### src/rtl/im2col_tile_element_gather_defines.svh
// ----------------------------------------------------------------------------
// im2col tile element gather assertion macros
// shared assertion helpers, empty when synthesizing
// ----------------------------------------------------------------------------
`ifndef IM2COL_TILE_ELEMENT_GATHER_DEFINES_SVH
`define IM2COL_TILE_ELEMENT_GATHER_DEFINES_SVH

`ifndef SYNTHESIS
`define I2CTG_ASSERT_IMPL(label, clk, rst_n, lhs, rhs, msg) \
    label: assert property (@(posedge clk) disable iff (!rst_n) (lhs) |-> (rhs)) \
        else $error(msg);
`define I2CTG_ASSERT_NEXT(label, clk, rst_n, lhs, rhs, msg) \
    label: assert property (@(posedge clk) disable iff (!rst_n) (lhs) |=> (rhs)) \
        else $error(msg);
`else
`define I2CTG_ASSERT_IMPL(label, clk, rst_n, lhs, rhs, msg)
`define I2CTG_ASSERT_NEXT(label, clk, rst_n, lhs, rhs, msg)
`endif

`endif

### src/rtl/i2ctg_div.sv
// ----------------------------------------------------------------------------
// i2ctg_div
// pipelined restoring divider, one quotient bit per stage
// ----------------------------------------------------------------------------
module i2ctg_div #(
    parameter int NW = 16,
    parameter int DW = 9
) (
    input  logic          clk,
    input  logic          en,
    input  logic [NW-1:0] dividend,
    input  logic [DW-1:0] divisor,
    output logic [NW-1:0] quotient,
    output logic [DW-1:0] remainder
);

    logic [DW-1:0] rem_reg [NW];
    logic [NW-1:0] wk_reg  [NW];
    logic [DW-1:0] dv_reg  [NW];

    genvar i;
    generate
        for (i = 0; i < NW; i++)
        begin : g_stage
            logic [DW-1:0] rem_in;
            logic [NW-1:0] wk_in;
            logic [DW-1:0] dv_in;
            logic [DW:0]   trial;
            logic          ge;
            logic [DW-1:0] rem_next;
            logic [NW-1:0] wk_next;

            if (i == 0)
            begin : g_first
                assign rem_in = '0;
                assign wk_in  = dividend;
                assign dv_in  = divisor;
            end
            else
            begin : g_rest
                assign rem_in = rem_reg[i-1];
                assign wk_in  = wk_reg[i-1];
                assign dv_in  = dv_reg[i-1];
            end

            always_comb
            begin
                trial    = {rem_in, wk_in[NW-1]};
                ge       = (trial >= {1'b0, dv_in});
                rem_next = ge ? DW'(trial - {1'b0, dv_in}) : trial[DW-1:0];
                // dividend bits leave at the top, quotient bits enter at the bottom
                wk_next  = {wk_in[NW-2:0], ge};
            end

            always_ff @(posedge clk)
            begin
                if (en)
                begin
                    rem_reg[i] <= rem_next;
                    wk_reg[i]  <= wk_next;
                    dv_reg[i]  <= dv_in;
                end
            end
        end
    endgenerate

    assign quotient  = wk_reg[NW-1];
    assign remainder = rem_reg[NW-1];

endmodule

### config.mk
export PLATFORM = sky130hd
export DESIGN_NAME = i2ctg_div
export DESIGN_NICKNAME = d
export VERILOG_FILES = /design/src/rtl/im2col_tile_element_gather_defines.svh /design/src/rtl/i2ctg_div.sv
export SDC_FILE = /design/constraint.sdc
export NUM_CORES = 1
export LEC_CHECK = 0
export BUFFER_PORTS_ARGS = -buffer_cell sky130_fd_sc_hd__buf_2
export CELL_PAD_IN_SITES_DETAIL_PLACEMENT = 2
export CELL_PAD_IN_SITES_GLOBAL_PLACEMENT = 2
export CORE_ASPECT_RATIO = 1.1
export CORE_MARGIN = 10
export CORE_UTILIZATION = 47
export DETAILED_ROUTE_END_ITERATION = 16
export PLACE_DENSITY = 0.78
export SETUP_SLACK_MARGIN = 0.5
export SYNTH_ARGS = -nofsm -noshare
export SYNTH_HDL_FRONTEND = slang
export SYNTH_SLANG_ARGS = --single-unit
export TNS_END_PERCENT = 100
### constraint.sdc
create_clock -name clk -period 3.1 [get_ports clk]
set_clock_uncertainty 0.2 [all_clocks]
set_input_delay 0.465 -clock clk [delete_from_list [all_inputs] [get_ports clk]]
set_output_delay 0.465 -clock clk [all_outputs]
set_load 0.005 [all_outputs]
==> results_dict.tcl, run 1 <==
set metrics [dict create \
    busiest_layer "met2" \
    cts_tree "yes" \
    antenna_found_initial 0 \
    p_leak_nw 11.9 \
    crit_type "reg -> reg" \
    drc 0 \
    wl_um 105000 \
    setup_viol 0 \
    die_area_um2 60600 \
    initial_core_util_pct 47.8 \
    clock.fmax_mhz 324 \
    n_antenna_cell 0 \
    yosys_warnings 0 \
    r2r_start "wk_reg[0][95]" \
    wl_per_cell_um 40.0 \
    numPortBuffers 51 \
    hpwl_um 46100 \
    grt_max_degree 83 \
    pre_cts_ws_ns -0.0992 \
    cp-end-kind "register" \
    slew_violations 0 \
    synth.most_common_cell "edfxtp_1" \
    p_per_area_nw_per_um2 1070 \
    numCtsBuffers 58 \
    synthTopCellsByCount "edfxtp_1, inv_1, ha_1" \
    status "finished, final reports clean" \
    async_reset_ff_share_pct 0 \
    grt_setup_unrepaired "yes" \
    grt_pass1_wl_um 131000 \
    gr-usage-met1_pct 31.2 \
    synth_edf_count 535 \
    gp_congestion 0.842 \
    synth_area_leaders "edfxtp_1, ha_1, mux2_1" \
    nets 2102 \
    rows 86 \
    coreArea_um2 50400 \
    synthCells 1609 \
    cts_htree_levels 2 \
    grt_remaining_overflow 0 \
    yosysSeqAreaShare_pct 66.8 \
    dpl.cell_count 2339 \
    gr-usage-met3_pct 4.15 \
    cts_max_path_buffers 3 \
    grt_pass1_vias 17945 \
    ys_ff_latch 535 \
    drv_cap 0 \
    cts_sinks 535 \
    vias 16977 \
    final_area_um2 30800 \
    slew_headroom_pct 58.1 \
    die_w_um 236 \
    drive_gt1_share_pct 35.3 \
    largest_reg_flops 256 \
    chipHeight_um 257 \
    ir_worst_vdd_mv 0.651 \
    arrival_ns 3.28 \
    synth_top_area_share_pct 66.8 \
    startpoint_type "register" \
    viasPerCell 6.46 \
    min_from "en" \
    yosysUniqueCellTypes 61 \
    final_cells 2628 \
    drt-pass1-iter-count 5 \
    hold_path.class "in -> reg" \
    startpoint "wk_reg[0][95]" \
    yosysTopAreaCell "edfxtp_1" \
    synth_ff_type "edfxtp_1" \
    required_ns 3.29 \
    avgSynthCellArea_um2 14.9 \
    top_level_ports 52 \
    max_slew.worst_pin.slew_ns 0.623 \
    hold_viol_final 0 \
    initialDrtViolationCount 1957 \
    grtUsageTotal_pct 29.0 \
    fin_crit_sh_pct 99.7 \
    clock_latency_ns 0.66 \
    cts-root-buf "clkbuf_16" \
    layout_setup_ws_ns 0.0102 \
    setup-tns-final_ns 0 \
    drtAntennaViolNets 0 \
    clk_pin_slew_ns 0.07 \
    placed_cell_area_um2 25500 \
    grtUsageMet2_pct 54.1 \
    syn2layout_area_growth_pct 28.0 \
    synthesis.area_um2 24100 \
    worstPathMaxFanout 8 \
    period_minus_slack_ns 3.09 \
    synth_nets 1788 \
]
-- metal layers --
layer	up-vias	part of all wire, %
li1	6718	-
met1	8844	34
met2	1021	53
met3	394	5.7
met4	0	7.1
met5	-	0
-- kinds of logic (layout without fill, tap and decap cells) --
family	Yosys count	count (layout)	share of synthesized area, %
AO/OA/AOI/OAI	304	310	9.05
XOR/XNOR	75	75	2.73
adder cells (fa/ha/maj)	152	152	8.37
buffers and inverters	194	545	3.18
flip-flops	535	535	66.8
multiplexers	92	92	4.50
AND/OR/NAND/NOR	257	259	5.38
-- area by class of cell --
type	count	area, µm²
well taps	660	826
clock buffers	70	1560
repair buffers	261	2190
flip-flops and latches	535	16100
clock inverters	35	293
multi-input cells	888	9170
inverters	179	682
fillers	4213	19600
-- worst paths after layout --
| kind | end | slack [ns] | cells past startpoint |
|---|---|---|---|
| min | wk_reg[0][9] | 0.03 | 1 |
| max | rem_reg[3][3] | 0.01 | 9 |
| min reg2reg | wk_reg[0][108] | 0.21 | 0 |
| max reg2reg | rem_reg[3][3] | 0.01 | 9 |
-- metrics by stage --
stage          total power, mW  utilization (%)  hold slack [ns]
2_1_floorplan             16.2                -            0.200
3_3_place_gp              18.0             50.6            0.200
3_5_place_dp              19.0             50.6            0.205
4_1_cts                   28.4             57.9           0.0252
5_1_grt                   33.5             61.1           0.0409
6_report                  32.8             61.1           0.0312
-- placed cells by master, fill, tap and decap left out, drive strengths merged, types with 25 or more instances in the layout --
cell type    instances
o21ai               57
nand2               43
a21oi               79
clkbuf              70
ha                 137
edfxtp             535
mux2                84
xnor2               55
dlygate4sd3         25
clkinv              27
nand3               52
inv                179
a21o                40
buf                236
nor2                66
-- what timing repair did --
action,4_1_cts,5_1_grt
gates resized for setup,222,256
gates cloned,8,2
setup buffers,85,64
pin swaps,64,86
hold buffers,25,0
setup endpoints to repair,142,150
hold endpoints to repair,25,0
-- critical path, stage by stage (launching register included) --
cell	delay (ns)
edfxtp_1	0.42
inv_2	0.12
ha_4	0.16
inv_2	0.05
fa_2	0.36
a21o_1	0.25
a221oi_4	0.47
a21oi_4	0.12
or2_4	0.33
mux2_4	0.35
-- power breakdown --
part | internal, mW | total (mW) | switching, mW
combinational | 6.23 | 14.4 | 8.14
clock | 3.98 | 7.42 | 3.43
sequential | 9.79 | 11.0 | 1.25
Note: power is estimated with default switching activity, not from simulation.
==> run 2, diff against run 1 <==
- REMOVE_ABC_BUFFERS: default -> 1
==> run 2 against run 1 <==
Core utilization shrank 0.98 points. Register-to-register slack is essentially flat. Die area is the same. Non-clock buffer count shrank 15. Wire length shrank 1.5%. Total power shrank 2.4%. First-iteration DRC count shrank 3.9%. Sequential share of layout area grew 0.85 points. Cell count shrank 0.80%. Fmax is essentially flat. Via count shrank 0.49%.
==> results_dict.tcl, run 2 (same netlist as run 1, synthesis figures left out) <==
set metrics [dict create \
    ir_worst_vdd_mv 0.634 \
    coreArea_um2 50400 \
    wl_per_cell_um 39.7 \
    combPwrFrac_pct 43.1 \
    grtUsageMet2_pct 51.8 \
    busiest_layer "met2" \
    critPathBufInv 2 \
    initialDrtViolationCount 1881 \
    largest_reg_flops 256 \
    clock_latency_ns 0.65 \
    drc 0 \
    die_area_um2 60600 \
    fin_crit_sh_pct 99.8 \
    hold_path.class "in -> reg" \
    clk_pin_slew_ns 0.07 \
    setup_viol 0 \
    startpoint_type "register" \
    fill_cells 4281 \
    die_w_um 236 \
    r2r_start "wk_reg[1][47]" \
    syn2layout_area_growth_pct 25.9 \
    period_minus_slack_ns 3.09 \
    wl_um 104000 \
    switching_share_pct 39.0 \
    grt_max_degree 102 \
    final_cells 2607 \
    crit_family "simple AND/OR/NAND/NOR gates" \
    grtUsageTotal_pct 27.1 \
    pre_cts_ws_ns -0.225 \
    fin_util_pct 60.2 \
    antenna_found_initial 4 \
    slew_violations 0 \
    layout_commonest_cell "edfxtp_1" \
    required_ns 3.26 \
    grt_pass1_vias 17624 \
    grt_pass1_wl_um 124000 \
    cp_common_cell "inv_2" \
    dpl.cell_count 2335 \
    power_frac_seq_pct 34.3 \
    cts_htree_levels 2 \
    hold_ws_ns 0.0447 \
    hpwl_um 46100 \
    cp-end-kind "register" \
    gp_congestion 0.821 \
    cts_sinks 535 \
    cts_max_path_buffers 3 \
    slew_headroom_pct 40.7 \
    drt-pass1-iter-count 5 \
    top_level_ports 52 \
    gr-usage-met1_pct 28.3 \
    cts-root-buf "clkbuf_16" \
    clockPowerShare_pct 22.6 \
    rows 86 \
    vias 16894 \
    drive_gt1_share_pct 33.1 \
    numCtsBuffers 56 \
    drtAntennaViolNets 0 \
    crit_chain "inv_2 -> ha_4 -> inv_2 -> fa_2 -> a21o_1 -> a221oi_4 -> nor2_1 -> or4_1 -> and3_4" \
    min_from "en" \
    p_sw_mw 12.5 \
    grt_setup_unrepaired "yes" \
    startpoint "wk_reg[1][47]" \
    layout_setup_ws_ns 0.00740 \
    layout_common_cells "edfxtp_1, inv_1, buf_4, ha_1, mux2_4" \
    cts_tree "yes" \
    max_slew.worst_pin.slew_ns 0.883 \
    p_per_area_nw_per_um2 1060 \
    status "finished, final reports clean" \
    numPortBuffers 51 \
    clock.fmax_mhz 323 \
    initial_core_util_pct 47.8 \
    slowest_delay_ns 0.49 \
    arrival_ns 3.26 \
    hold_viol_final 0 \
    critPathSlowestCell "or4_1" \
    intPower_mw 19.5 \
    grt_remaining_overflow 0 \
    p_leak_nw 11.7 \
    worstPathMaxFanout 3 \
    nets 2082 \
    crit_type "reg -> reg" \
    gr-usage-met3_pct 3.64 \
    chipHeight_um 257 \
    viasPerCell 6.48 \
    drv_cap 0 \
]
==> run 2: timing repair <==
| item | 4_1_cts | 5_1_grt |
|---|---|---|
| setup buffers | 75 | 63 |
| hold buffers | 25 | 0 |
| pin swaps | 72 | 73 |
| setup endpoints to repair | 144 | 145 |
| endpoints found under the hold margin | 25 | 0 |
| gates cloned | 7 | 0 |
| gates resized for setup | 207 | 227 |
==> run 2: per-layer routing <==
metal | wire length [µm] | part of all wire (%)
met5 | 51 | 0.049
met1 | 34500 | 33
met4 | 7890 | 7.6
met3 | 5710 | 5.5
met2 | 55500 | 54
==> run 2: final cells by class <==
cell class	count	area, µm²	share of cell area (%)
clock inverters	34	317	1.04
well taps	660	826	2.73
flip-flops and latches	535	16100	53.0
clock buffers	67	1460	4.83
diodes	1	2.50	0.00826
multi-input cells	885	8880	29.3
repair buffers	246	2050	6.78
inverters	179	682	2.25
==> run 2: worst paths after layout <==
check	endpoint	slack, ns	cells after the start
setup / recovery	rem_reg[5][17]	0.007	9
hold / removal	dv_reg[0][36]	0.04	1
hold reg to reg	wk_reg[1][82]	0.21	0
setup reg to reg	rem_reg[5][17]	0.007	9
==> run 2: worst reg2reg max path, delay by kind of cell, from the launching register on <==
kind	cells	cell delay, ns
simple gates	3	0.81
flops	1	0.45
buf+inv	2	0.18
fa+ha+maj	2	0.52
compound gates	2	0.66
==> run 2: power groups by stage <==
stage | Sequential, mW | Clock [mW] | Combinational, mW
final | 11.0 | 7.22 | 13.8
after global routing | 11.0 | 7.44 | 14.1
after CTS | 10.7 | 6.86 | 10.2
after detailed placement | 10.8 | 0 | 8.27
after global placement | 10.6 | 0 | 7.29
after floorplan | 10.3 | 0 | 5.76
==> run 2: stage by stage <==
stage | setup TNS [ns] | instance area, µm² | power [mW]
2_1_floorplan | 0 | 24000 | 16.0
3_3_place_gp | 0 | 25400 | 17.9
3_5_place_dp | -1.60 | 25400 | 19.0
4_1_cts | 0 | 28800 | 27.8
5_1_grt | -0.0887 | 30300 | 32.6
6_report | 0 | 30300 | 32.0
